`src/design/dda_pkg.sv`:
```
// ----------------------------------------------------------------------------
// dda_pkg
// Shared constants and types for the DDA line rasterizer.
// ----------------------------------------------------------------------------
package dda_pkg;

    localparam int COORD_BITS_DEF = 10;
    localparam int FRAC_BITS_DEF  = 16;

    localparam int          COLOR_W     = 24;
    localparam logic [23:0] COLOR_RESET = 24'h00FF00;

    // item opcodes carried on the action field
    localparam logic ACT_LOAD = 1'b0;
    localparam logic ACT_STEP = 1'b1;

    typedef enum logic [2:0] {
        S_IDLE = 3'b001,
        S_DIV  = 3'b010,
        S_STEP = 3'b100
    } dda_state_t;

endpackage

```
`src/design/dda_line_rasterizer_top.sv`:
```
// ----------------------------------------------------------------------------
// dda_line_rasterizer_top
// Fixed-point DDA line rasterizer with serial divider and serial accumulators.
// ----------------------------------------------------------------------------
// Load item: accepted, then, for a nonzero line length, bit-serial division and
//   increment load run before the next item is taken.
// Step item: pixel is in the output register the cycle after acceptance; the
//   bit-serial accumulator add then runs before the next item is taken.
// Reset: no active line, color back to 0x00FF00; the accumulators are not reset.
module dda_line_rasterizer_top #(
    parameter int COORD_BITS = dda_pkg::COORD_BITS_DEF,
    parameter int FRAC_BITS  = dda_pkg::FRAC_BITS_DEF
) (
    input  logic                        clk,
    input  logic                        rst_n,
    input  logic                        in_valid,
    output logic                        in_ready,
    input  logic                        action,
    input  logic [COORD_BITS-1:0]       x_start,
    input  logic [COORD_BITS-1:0]       y_start,
    input  logic [COORD_BITS-1:0]       x_end,
    input  logic [COORD_BITS-1:0]       y_end,
    output logic                        out_valid,
    input  logic                        out_ready,
    output logic [COORD_BITS-1:0]       pixel_x,
    output logic [COORD_BITS-1:0]       pixel_y,
    output logic [dda_pkg::COLOR_W-1:0] pixel_value,
    output logic                        last,
    input  logic                        cfg_valid,
    output logic                        cfg_ready,
    input  logic [dda_pkg::COLOR_W-1:0] cfg_data
);

    import dda_pkg::*;

    localparam int ACC_W  = COORD_BITS + FRAC_BITS + 2;
    localparam int INC_W  = FRAC_BITS + 2;
    localparam int DVD_W  = COORD_BITS + FRAC_BITS + 1;
    localparam int STEP_W = COORD_BITS + 1;
    localparam int CNT_W  = $clog2(ACC_W);

    dda_state_t state_reg, state_next;

    logic [STEP_W-1:0]     steps_left_reg, steps_left_next;
    logic [CNT_W-1:0]      cnt_reg, cnt_next;
    logic [COLOR_W-1:0]    color_reg;
    logic                  x_neg_reg, y_neg_reg;
    logic                  out_valid_reg, out_valid_next;
    logic [COORD_BITS-1:0] pixel_x_reg, pixel_y_reg;
    logic [COLOR_W-1:0]    pixel_value_reg;
    logic                  last_reg;

    logic                  in_fire;
    logic                  load_fire;
    logic                  step_fire;
    logic                  pix_fire;
    logic [COORD_BITS-1:0] adx, ady, n_len;
    logic [DVD_W-1:0]      x_dvd, y_dvd;
    logic                  div_start;
    logic                  x_done, y_done;
    logic [DVD_W-1:0]      x_quo, y_quo;
    logic [INC_W-1:0]      x_mag, y_mag, x_inc, y_inc;
    logic [ACC_W-1:0]      x_acc_init, y_acc_init;
    logic [ACC_W-1:0]      x_acc, y_acc;
    logic                  add_shift;

    assign in_ready  = (state_reg == S_IDLE) && (!out_valid_reg || out_ready);
    assign in_fire   = in_valid && in_ready;
    assign load_fire = in_fire && (action == ACT_LOAD);
    assign step_fire = in_fire && (action == ACT_STEP);
    assign pix_fire  = step_fire && (steps_left_reg != '0);
    assign cfg_ready = 1'b1;

    always_comb
    begin
        adx   = (x_end >= x_start) ? (x_end - x_start) : (x_start - x_end);
        ady   = (y_end >= y_start) ? (y_end - y_start) : (y_start - y_end);
        n_len = (adx > ady) ? adx : ady;
        // span scaled to fixed point plus half the divisor, for round-half-up
        x_dvd = {1'b0, adx, {FRAC_BITS{1'b0}}} + DVD_W'(n_len >> 1);
        y_dvd = {1'b0, ady, {FRAC_BITS{1'b0}}} + DVD_W'(n_len >> 1);
        // start point plus one half
        x_acc_init = {2'b00, x_start, 1'b1, {(FRAC_BITS-1){1'b0}}};
        y_acc_init = {2'b00, y_start, 1'b1, {(FRAC_BITS-1){1'b0}}};
    end

    assign div_start = load_fire && (n_len != '0);

    dda_div #(
        .DVD_W (DVD_W),
        .DIV_W (COORD_BITS)
    ) u_div_x (
        .clk      (clk),
        .rst_n    (rst_n),
        .start    (div_start),
        .dividend (x_dvd),
        .divisor  (n_len),
        .done     (x_done),
        .quotient (x_quo)
    );

    dda_div #(
        .DVD_W (DVD_W),
        .DIV_W (COORD_BITS)
    ) u_div_y (
        .clk      (clk),
        .rst_n    (rst_n),
        .start    (div_start),
        .dividend (y_dvd),
        .divisor  (n_len),
        .done     (y_done),
        .quotient (y_quo)
    );

    // quotient never exceeds one whole unit, so FRAC_BITS+1 bits hold it
    always_comb
    begin
        x_mag = {1'b0, x_quo[FRAC_BITS:0]};
        y_mag = {1'b0, y_quo[FRAC_BITS:0]};
        x_inc = x_neg_reg ? (~x_mag + 1'b1) : x_mag;
        y_inc = y_neg_reg ? (~y_mag + 1'b1) : y_mag;
    end

    assign add_shift = (state_reg == S_STEP);

    dda_acc #(
        .ACC_W (ACC_W),
        .INC_W (INC_W)
    ) u_acc_x (
        .clk       (clk),
        .acc_load  (load_fire),
        .acc_val   (x_acc_init),
        .inc_load  (x_done),
        .inc_val   (x_inc),
        .add_start (pix_fire),
        .add_shift (add_shift),
        .acc       (x_acc)
    );

    dda_acc #(
        .ACC_W (ACC_W),
        .INC_W (INC_W)
    ) u_acc_y (
        .clk       (clk),
        .acc_load  (load_fire),
        .acc_val   (y_acc_init),
        .inc_load  (y_done),
        .inc_val   (y_inc),
        .add_start (pix_fire),
        .add_shift (add_shift),
        .acc       (y_acc)
    );

    always_comb
    begin
        state_next      = state_reg;
        steps_left_next = steps_left_reg;
        cnt_next        = cnt_reg;
        out_valid_next  = out_valid_reg && !out_ready;
        unique case (state_reg)
            S_IDLE:
            begin
                if (load_fire)
                begin
                    steps_left_next = STEP_W'(n_len);
                    if (n_len != '0)
                    begin
                        state_next = S_DIV;
                    end
                end
                else if (pix_fire)
                begin
                    steps_left_next = steps_left_reg - 1'b1;
                    out_valid_next  = 1'b1;
                    cnt_next        = '0;
                    state_next      = S_STEP;
                end
            end
            S_DIV:
            begin
                if (x_done)
                begin
                    state_next = S_IDLE;
                end
            end
            S_STEP:
            begin
                cnt_next = cnt_reg + 1'b1;
                if (cnt_reg == CNT_W'(ACC_W - 1))
                begin
                    state_next = S_IDLE;
                end
            end
            default:
            begin
                state_next = S_IDLE;
            end
        endcase
    end

    always_ff @(posedge clk or negedge rst_n)
    begin
        if (!rst_n)
        begin
            state_reg      <= S_IDLE;
            steps_left_reg <= '0;
            cnt_reg        <= '0;
            out_valid_reg  <= 1'b0;
            color_reg      <= COLOR_RESET;
        end
        else
        begin
            state_reg      <= state_next;
            steps_left_reg <= steps_left_next;
            cnt_reg        <= cnt_next;
            out_valid_reg  <= out_valid_next;
            if (cfg_valid && cfg_ready)
            begin
                color_reg <= cfg_data;
            end
        end
    end

    always_ff @(posedge clk)
    begin
        if (load_fire)
        begin
            x_neg_reg <= (x_end < x_start);
            y_neg_reg <= (y_end < y_start);
        end
        if (pix_fire)
        begin
            pixel_x_reg     <= x_acc[FRAC_BITS +: COORD_BITS];
            pixel_y_reg     <= y_acc[FRAC_BITS +: COORD_BITS];
            pixel_value_reg <= color_reg;
            last_reg        <= (steps_left_reg == STEP_W'(1));
        end
    end

    assign out_valid   = out_valid_reg;
    assign pixel_x     = pixel_x_reg;
    assign pixel_y     = pixel_y_reg;
    assign pixel_value = pixel_value_reg;
    assign last        = last_reg;

endmodule

```
`src/design/dda_div.sv`:
```
// ----------------------------------------------------------------------------
// dda_div
// Bit-serial restoring divider, one quotient bit per cycle.
// ----------------------------------------------------------------------------
module dda_div #(
    parameter int DVD_W = 27,
    parameter int DIV_W = 10
) (
    input  logic             clk,
    input  logic             rst_n,
    input  logic             start,
    input  logic [DVD_W-1:0] dividend,
    input  logic [DIV_W-1:0] divisor,
    output logic             done,
    output logic [DVD_W-1:0] quotient
);

    localparam int CNT_W = (DVD_W > 1) ? $clog2(DVD_W) : 1;

    logic [DVD_W-1:0] dvd_reg, dvd_next;
    logic [DIV_W-1:0] dsr_reg, dsr_next;
    logic [DIV_W-1:0] rem_reg, rem_next;
    logic [CNT_W-1:0] cnt_reg, cnt_next;
    logic             busy_reg, busy_next;
    logic             done_reg, done_next;

    logic [DIV_W:0] rem_sh;
    logic [DIV_W:0] diff;
    logic           q_bit;

    always_comb
    begin
        rem_sh = {rem_reg, dvd_reg[DVD_W-1]};
        diff   = rem_sh - {1'b0, dsr_reg};
        q_bit  = ~diff[DIV_W];
    end

    always_comb
    begin
        dvd_next  = dvd_reg;
        dsr_next  = dsr_reg;
        rem_next  = rem_reg;
        cnt_next  = cnt_reg;
        busy_next = busy_reg;
        done_next = 1'b0;
        if (start)
        begin
            dvd_next  = dividend;
            dsr_next  = divisor;
            rem_next  = '0;
            cnt_next  = '0;
            busy_next = 1'b1;
        end
        else if (busy_reg)
        begin
            // shift in the next dividend bit, subtract when it fits
            dvd_next = {dvd_reg[DVD_W-2:0], q_bit};
            rem_next = q_bit ? diff[DIV_W-1:0] : rem_sh[DIV_W-1:0];
            cnt_next = cnt_reg + 1'b1;
            if (cnt_reg == CNT_W'(DVD_W - 1))
            begin
                busy_next = 1'b0;
                done_next = 1'b1;
            end
        end
    end

    always_ff @(posedge clk or negedge rst_n)
    begin
        if (!rst_n)
        begin
            busy_reg <= 1'b0;
            done_reg <= 1'b0;
            cnt_reg  <= '0;
        end
        else
        begin
            busy_reg <= busy_next;
            done_reg <= done_next;
            cnt_reg  <= cnt_next;
        end
    end

    always_ff @(posedge clk)
    begin
        dvd_reg <= dvd_next;
        dsr_reg <= dsr_next;
        rem_reg <= rem_next;
    end

    assign done     = done_reg;
    assign quotient = dvd_reg;

endmodule

```
`src/design/dda_acc.sv`:
```
// ----------------------------------------------------------------------------
// dda_acc
// One axis accumulator, updated by a bit-serial adder, LSB first.
// ----------------------------------------------------------------------------
module dda_acc #(
    parameter int ACC_W = 28,
    parameter int INC_W = 18
) (
    input  logic             clk,
    input  logic             acc_load,
    input  logic [ACC_W-1:0] acc_val,
    input  logic             inc_load,
    input  logic [INC_W-1:0] inc_val,
    input  logic             add_start,
    input  logic             add_shift,
    output logic [ACC_W-1:0] acc
);

    logic [ACC_W-1:0] acc_reg, acc_next;
    logic [INC_W-1:0] inc_reg, inc_next;
    logic [INC_W-1:0] inc_sh_reg, inc_sh_next;
    logic             carry_reg, carry_next;
    logic             sum_bit;

    always_comb
    begin
        sum_bit     = acc_reg[0] ^ inc_sh_reg[0] ^ carry_reg;
        acc_next    = acc_reg;
        inc_next    = inc_reg;
        inc_sh_next = inc_sh_reg;
        carry_next  = carry_reg;
        if (acc_load)
        begin
            acc_next = acc_val;
        end
        else if (add_shift)
        begin
            // rotate the sum in at the top; the sign of the increment repeats
            acc_next    = {sum_bit, acc_reg[ACC_W-1:1]};
            inc_sh_next = {inc_sh_reg[INC_W-1], inc_sh_reg[INC_W-1:1]};
            carry_next  = (acc_reg[0] & inc_sh_reg[0]) | (acc_reg[0] & carry_reg)
                        | (inc_sh_reg[0] & carry_reg);
        end
        if (inc_load)
        begin
            inc_next = inc_val;
        end
        if (add_start)
        begin
            inc_sh_next = inc_reg;
            carry_next  = 1'b0;
        end
    end

    always_ff @(posedge clk)
    begin
        acc_reg    <= acc_next;
        inc_reg    <= inc_next;
        inc_sh_reg <= inc_sh_next;
        carry_reg  <= carry_next;
    end

    assign acc = acc_reg;

endmodule

```
`config.mk`:
```
export PLATFORM = sky130hd
export DESIGN_NAME = dda_line_rasterizer_top
export DESIGN_NICKNAME = d
export VERILOG_FILES = /design/src/design/dda_pkg.sv /design/src/design/dda_line_rasterizer_top.sv /design/src/design/dda_div.sv /design/src/design/dda_acc.sv
export SDC_FILE = /design/constraint.sdc
export NUM_CORES = 1
export LEC_CHECK = 0
export ABC_AREA = 1
export BUFFER_PORTS_ARGS = -buffer_cell sky130_fd_sc_hd__buf_4
export CORE_ASPECT_RATIO = 1.5
export CORE_UTILIZATION = 40
export DETAILED_ROUTE_END_ITERATION = 8
export PLACE_DENSITY = 0.6
export SLEW_MARGIN = 20
export SYNTH_ARGS = -nofsm -noshare
export SYNTH_HDL_FRONTEND = slang
export SYNTH_SLANG_ARGS = --single-unit
```
`constraint.sdc`:
```
create_clock -name clk -period 8.63 [get_ports clk]
set_input_delay 2.589 -clock clk [delete_from_list [all_inputs] [get_ports clk]]
set_output_delay 2.589 -clock clk [all_outputs]
set_load 0.01 [all_outputs]
```
==> run_results.csv, run 1 <==
group,metric,value,unit
outcome,status,"finished clean",
detailed_routing,num_vias,12300,
clock_tree,cts_tree,"done",
detailed_routing,wl,38.2,mm
critical_path,critPathCapture,"u_div_x.quotient[14]",
placement,place_area,0.0181,mm²
critical_path,regToRegEndpoint,"u_acc_y.inc_sh_reg[16]",
detailed_routing,routed_via_density,4.73,
pwr,swShare,36.3,%
min_path,hold_class,"register to register",
clock_tree,insertion_delay,540,ps
critical_path,timing.rr.start,"state_reg[0]",
critical_path,cp-start-kind,"primary input",
pwr,clkPwrFrac,25.4,%
sta,fin_crit,6770,ps
pwr,combPwrFrac,34.3,%
yosys,yosysTopAreaCellShare,36.6,%
grt,grt_overflow,0,
sta,hold_slack,447,ps
clock_tree,cts.clk_slew.worst_paths,60,ps
detailed_routing,top_layer,"met4",
clock_tree,clock_sinks,319,
detailed_routing,met3_length,1.13,mm
grt,grt_usage,18.5,%
pwr,leakagePower,8.95,nW
sta,rsz0062_at_grt,"false",
sta,drv_slew,0,
critical_path,ff2ff_path_depth,10,
critical_path,cp-end-kind,"register",
sta,finalHoldViolations,0,
sta,fin_crit_sh,78.4,%
detailed_routing,wl_met1,15.5,mm
grt,grt_max_degree,61,
pwr,intPower,3.89,mW
floorplan,io_pins,118,
pwr,power_density,317,mW/mm²
yosys,ys_top_cells_by_area,"edfxtp_1 (37%), nand2_1 (13%), dfrtp_1 (7.4%), dfxtp_1 (7.0%), inv_1 (6.4%)",
detailed_routing,firstDrtPassIters,4,
placement,place_congestion,0.933,
detailed_routing,ant_nets,0,
clock_tree,root_buffer,"clkbuf_16",
critical_path,worst-path-max-fanout,17,
placement,dpl.hpwl,28.2,mm
critical_path,required,8910,ps
floorplan,core-area,0.0411,mm²
grt,grt_pass1_vias,12500,
sta,slew_headroom,41.3,%
yosys,syn-num-nets,2051,
clock_tree,h-tree-depth,2,
pwr,irDropWorstVdd,0.144,mV
sta,max_freq,148,MHz
detailed_routing,wl_per_cell,14.8,µm
clock_tree,postCtsSetupBuffers,0,
clock_tree,cts_buffers,34,
floorplan,die_x,169,µm
clock_tree,hold_buffers,0,
sta,tns,0,ps
critical_path,criticalPathCategory,"primary input to register",
floorplan,rows,91,
cells_and_area,fin_nets,2160,
yosys,ys_seq_area_share,52.4,%
detailed_routing,dr_wl_met2,20.1,mm
yosys,synth_area,0.0166,mm²
critical_path,worstSetupStartpoint,"y_end[0]",
placement,port_buffers,116,
floorplan,chipHeight,252,µm
sta,tightest_slew,881,ps
yosys,post-synth-top-area-cell,"edfxtp_1",
yosys,synthCells,1896,
sta,fin_ws,1860,ps
cells_and_area,design_area,0.0193,mm²
cells_and_area,fill_cells,3974,
placement,dp_slack,1330,ps
floorplan,start_util,40.5,%
cells_and_area,synthToLayoutAreaGrowth,15.8,%
pwr,p_sw,2.22,mW
critical_path,cp_data_arrival_time,7040,ps
clock_tree,clockBufferDepth,3,
job,drv_cap,0,
grt,antenna_found_initial,0,
floorplan,die-area,0.0424,mm²
cells_and_area,drive_gt1_share,12.2,%
pwr,seq_power_share,40.3,%
sta,finalSetupViolations,0,
pwr,p_total,6.11,mW
detailed_routing,drt_iter0_markers,582,
sta,fin_skew,18.7,ps
clock_tree,cts_resized,0,
grt,grt_pass1_wl,62.5,mm
critical_path,reg2reg_slack,5340,ps
yosys,ys_ff_latch,319,
yosys,synth_warnings,0,
cells_and_area,num_antenna_cells,0,
detailed_routing,post-route-drc-count,0,
yosys,syn_area_per_cell,8.78,µm²
yosys,synth_cell_types,48,
## kinds of logic after synthesis
family | Yosys count | synth area share [%]
xor gates and xnor gates | 69 | 3.63
buffers and inverters | 350 | 8.15
other | 1 | 0.0225
adders and majority gates | 85 | 6.75
muxes | 24 | 1.62
and+or+nand+nor | 857 | 21.1
AOI/OAI and AO/OA | 191 | 6.31
DFF | 319 | 52.4
## worst min-delay path by stage
stage	start	endpoint	slack [ps]	cells after the start
2_1_floorplan	color_reg[0]	pixel_value[0]	420	0
3_3_place_gp	color_reg[4]	pixel_value[4]	420	0
3_5_place_dp	color_reg[2]	pixel_value[2]	430	0
4_1_cts	color_reg[6]	pixel_value[6]	450	0
5_1_grt	color_reg[19]	pixel_value[19]	450	0
6_report	color_reg[19]	pixel_value[19]	450	0
## layer usage
metal | track usage [%] | vias up
li1 | - | 6293
met1 | 20.5 | 5701
met2 | 35.1 | 190
met3 | 2.38 | 70
met4 | 7.64 | 0
met5 | 0 | -
## stage by stage
step                instances  util, %
global placement         2527     44.0
CTS                      2589     46.9
global route             2589     46.9
finish                   2589     46.9
floorplan                1896        -
detailed placement       2527     44.0
## synthesized netlist by cell type (all sizes together)
master	count
conb	1
or3	1
clkinv	5
a21oi	55
and2	9
o22ai	32
clkbuf	34
o41ai	2
dfxtp	58
a22o	1
nor2	141
o31ai	5
xor2	51
a21o	1
edfxtp	203
inv	289
dfstp	9
or2	4
a311oi	1
buf	22
fa	8
o21a	1
nor3b	1
nor3	12
nand4	21
o21bai	4
mux2	24
dfrtp	49
a31oi	2
nand3	100
o21ai	85
ha	77
xnor2	18
a22oi	2
nand2	565
nor4	3
## power groups by stage
stage               Sequential (mW)  Clock (mW)  Combinational [mW]
floorplan                      2.40           0                1.60
global placement               2.48           0                2.08
CTS                            2.46        1.60                2.12
finish                         2.46        1.55                2.09
detailed placement             2.49           0                2.11
global route                   2.51        1.65                2.43
## critical path, stage by stage
cell and delay (ps):
buf_4 110, inv_1 60, ha_1 150, inv_1 90, fa_1 460, nand3_1 170, nand3_2 120, nor2_4 200
nand2_1 110, and2_1 170, ha_1 290, nand2_1 90, inv_1 40, nand2_1 50, nand2_1 50, nand2_1 60
nand3_1 60, nand2_1 310, clkinv_1 330, nand2_1 160, nand2_1 140, nor2_1 140, nand3_2 100, nand2_2 260
nand2_1 360, buf_4 330
## layout make-up
type	count	area, µm²	share of cell area [%]
Timing Repair Buffer	129	968	5.03
Clock inverter	21	287	1.49
Tap cell	558	698	3.62
Clock buffer	41	917	4.76
Sequential cell	319	8720	45.2
Inverter	294	1100	5.73
Multi-Input combinational cell	1227	6580	34.1
## cells in the final DEF, fill, tap and decap left out, drive strengths merged, types with 2 or more instances in the layout
| cell | n |
|---|---|
| nor2 | 141 |
| a22oi | 2 |
| nand4 | 21 |
| nor4 | 3 |
| dfxtp | 58 |
| xnor2 | 18 |
| dfstp | 9 |
| xor2 | 51 |
| nand2 | 565 |
| a21oi | 55 |
| edfxtp | 203 |
| o31ai | 5 |
| o21bai | 4 |
| nand3 | 100 |
| buf | 129 |
| mux2 | 24 |
| clkinvlp | 2 |
| nor3 | 12 |
| bufinv | 5 |
| dfrtp | 49 |
| inv | 291 |
| clkbuf | 41 |
| fa | 8 |
| a31oi | 2 |
| clkinv | 17 |
| o21ai | 85 |
| o41ai | 2 |
| ha | 77 |
| and2 | 9 |
| or2 | 4 |
| o22ai | 32 |
Note: power is estimated with default switching activity, not from simulation.
==> run 2: changes to the inputs <==
==> constraint.sdc (replaced) <==
create_clock -name clk -period 6.4 [get_ports clk]
set_input_delay 1.92 -clock clk [delete_from_list [all_inputs] [get_ports clk]]
set_output_delay 1.92 -clock clk [all_outputs]
set_load 0.01 [all_outputs]
==> run 2 against run 1 <==
Compared with the run above: register-to-register slack worse by 1900 ps; total power up 28%; die area unchanged; critical path depth up 1; flip-flop and latch count unchanged; count of clock-buffer cells in the layout down 1; design area down 1.4%; sequential power up 35%; critical path type unchanged; critical endpoint is now u_div_y.quotient[13].
==> run_results.csv, run 2 (same netlist as run 1, synthesis figures left out) <==
group,metric,value,unit
sta,drv_slew,0,
pwr,seq_power_share,42.4,%
pwr,combPwrFrac,36.2,%
pwr,p_total,7.82,mW
clock_tree,h-tree-depth,1,
cells_and_area,mostFrequentLayoutCells,"nand2_1 (562), inv_1 (281), edfxtp_1 (203), nor2_1 (135), buf_4 (130)",
detailed_routing,post-route-drc-count,0,
clock_tree,root_buffer,"clkbuf_16",
sta,rsz0062_at_grt,"false",
cells_and_area,synthToLayoutAreaGrowth,14.2,%
clock_tree,cts_resized,0,
sta,tns,0,ps
placement,dp.cells,2529,
pwr,power_density,411,mW/mm²
clock_tree,cts_tree,"done",
cells_and_area,design_area,0.0190,mm²
floorplan,die-area,0.0424,mm²
grt,grt_max_degree,59,
clock_tree,clock_sinks,319,
detailed_routing,wl_per_cell,14.8,µm
placement,place_area,0.0181,mm²
pwr,swShare,37.3,%
pwr,clkPwrFrac,21.3,%
sta,slew_headroom,37.0,%
detailed_routing,num_vias,12300,
cells_and_area,final_common_cell,"nand2_1",
pwr,p_sw,2.92,mW
sta,finalSetupViolations,0,
grt,grt_pass1_vias,12400,
floorplan,chipHeight,252,µm
sta,fin_ws,948,ps
pwr,intPower,4.90,mW
min_path,hold_class,"register to register",
sta,fin_crit,5450,ps
pwr,irDropWorstVdd,0.242,mV
clock_tree,clockBufferDepth,3,
floorplan,start_util,40.5,%
cells_and_area,drive_gt1_share,11.5,%
detailed_routing,ant_nets,0,
sta,fin_crit_sh,85.2,%
clock_tree,postCtsSetupBuffers,0,
pwr,leakagePower,8.82,nW
sta,finalHoldViolations,0,
placement,port_buffers,116,
cells_and_area,fin_cells,2585,
cells_and_area,multi_input_area,0.00658,mm²
cells_and_area,ff_latch_area,0.00872,mm²
clock_tree,cts.clk_slew.worst_paths,60,ps
sta,tightest_slew,944,ps
grt,grt_usage,18.4,%
sta,max_freq,183,MHz
clock_tree,hold_buffers,0,
grt,grt_pass1_wl,62.4,mm
placement,dp_slack,342,ps
cells_and_area,num_antenna_cells,0,
sta,hold_slack,448,ps
cells_and_area,fin_nets,2158,
critical_path,cp-start-kind,"primary input",
clock_tree,insertion_delay,590,ps
critical_path,required,6720,ps
grt,antenna_found_initial,0,
placement,place_congestion,0.973,
cells_and_area,finish.utilization,46.3,%
critical_path,worst-path-max-fanout,25,
floorplan,io_pins,118,
critical_path,cp_data_arrival_time,5770,ps
outcome,status,"finished clean",
job,drv_cap,0,
floorplan,die_x,169,µm
critical_path,cp-end-kind,"register",
detailed_routing,drt_iter0_markers,522,
cells_and_area,fill_cells,3957,
floorplan,core-area,0.0411,mm²
placement,dpl.hpwl,28.7,mm
detailed_routing,routed_via_density,4.75,
detailed_routing,wl,38.2,mm
critical_path,criticalPathCategory,"primary input to register",
detailed_routing,firstDrtPassIters,5,
floorplan,rows,91,
clock_tree,cts_buffers,30,
sta,fin_skew,30.8,ps
grt,grt_overflow,0,
-- run 2: final timing paths --
kind                                    start                   end  slack [ps]  cells past startpoint
max in group asynchronous               rst_n    u_div_x.cnt_reg[3]        4420                      1
min                              color_reg[2]        pixel_value[2]         450                      0
min in group asynchronous               rst_n         color_reg[23]        1420                      1
max                                y_start[8]  u_div_y.quotient[13]         950                     27
min reg2reg                      color_reg[2]        pixel_value[2]         450                      0
max reg2reg                u_div_x.dsr_reg[5]    u_div_y.rem_reg[7]        3390                     13
-- run 2: layer usage --
layer	vias to the layer above	global-route usage [%]	part of all wire (%)
met5	-	0	0
met3	75	1.88	2.6
met4	0	6.81	3.4
li1	6302	-	-
met2	196	35.8	54
met1	5715	20.2	40
-- run 2: power groups by stage --
stage / logic (mW) / registers, mW / clock network [mW]
floorplan: 2.15 / 3.24 / 0
global placement: 2.80 / 3.35 / 0
detailed placement: 2.85 / 3.36 / 0
CTS: 2.87 / 3.32 / 1.73
global route: 3.27 / 3.39 / 1.80
finish: 2.83 / 3.32 / 1.67
-- run 2: worst max-delay path: stages --
cell      delay (ps)
buf_4             90
inv_1             50
ha_1             400
nand2_1          150
inv_2             50
a21oi_1          250
nand3_2          160
nor2_4           200
nand2_1           90
and2_1           170
ha_1             290
nand2_1           60
nand2_1           70
nand2_1           70
nand2_1           50
nand2_1           50
nand3_1           60
nand2_1           80
clkinv_1         230
nand3_1          200
nand3_1           80
nor2_1           140
nand3_2          100
nand2_2          110
buf_4            290
nand2_1          110
buf_4            220
-- run 2: layout make-up --
| type | count | area share, % |
|---|---|---|
| Clock buffer | 40 | 4.25 |
| Clock inverter | 16 | 0.566 |
| Inverter | 294 | 5.81 |
| Sequential cell | 319 | 45.9 |
| Timing Repair Buffer | 131 | 5.24 |
| Tap cell | 558 | 3.67 |
| Multi-Input combinational cell | 1227 | 34.6 |
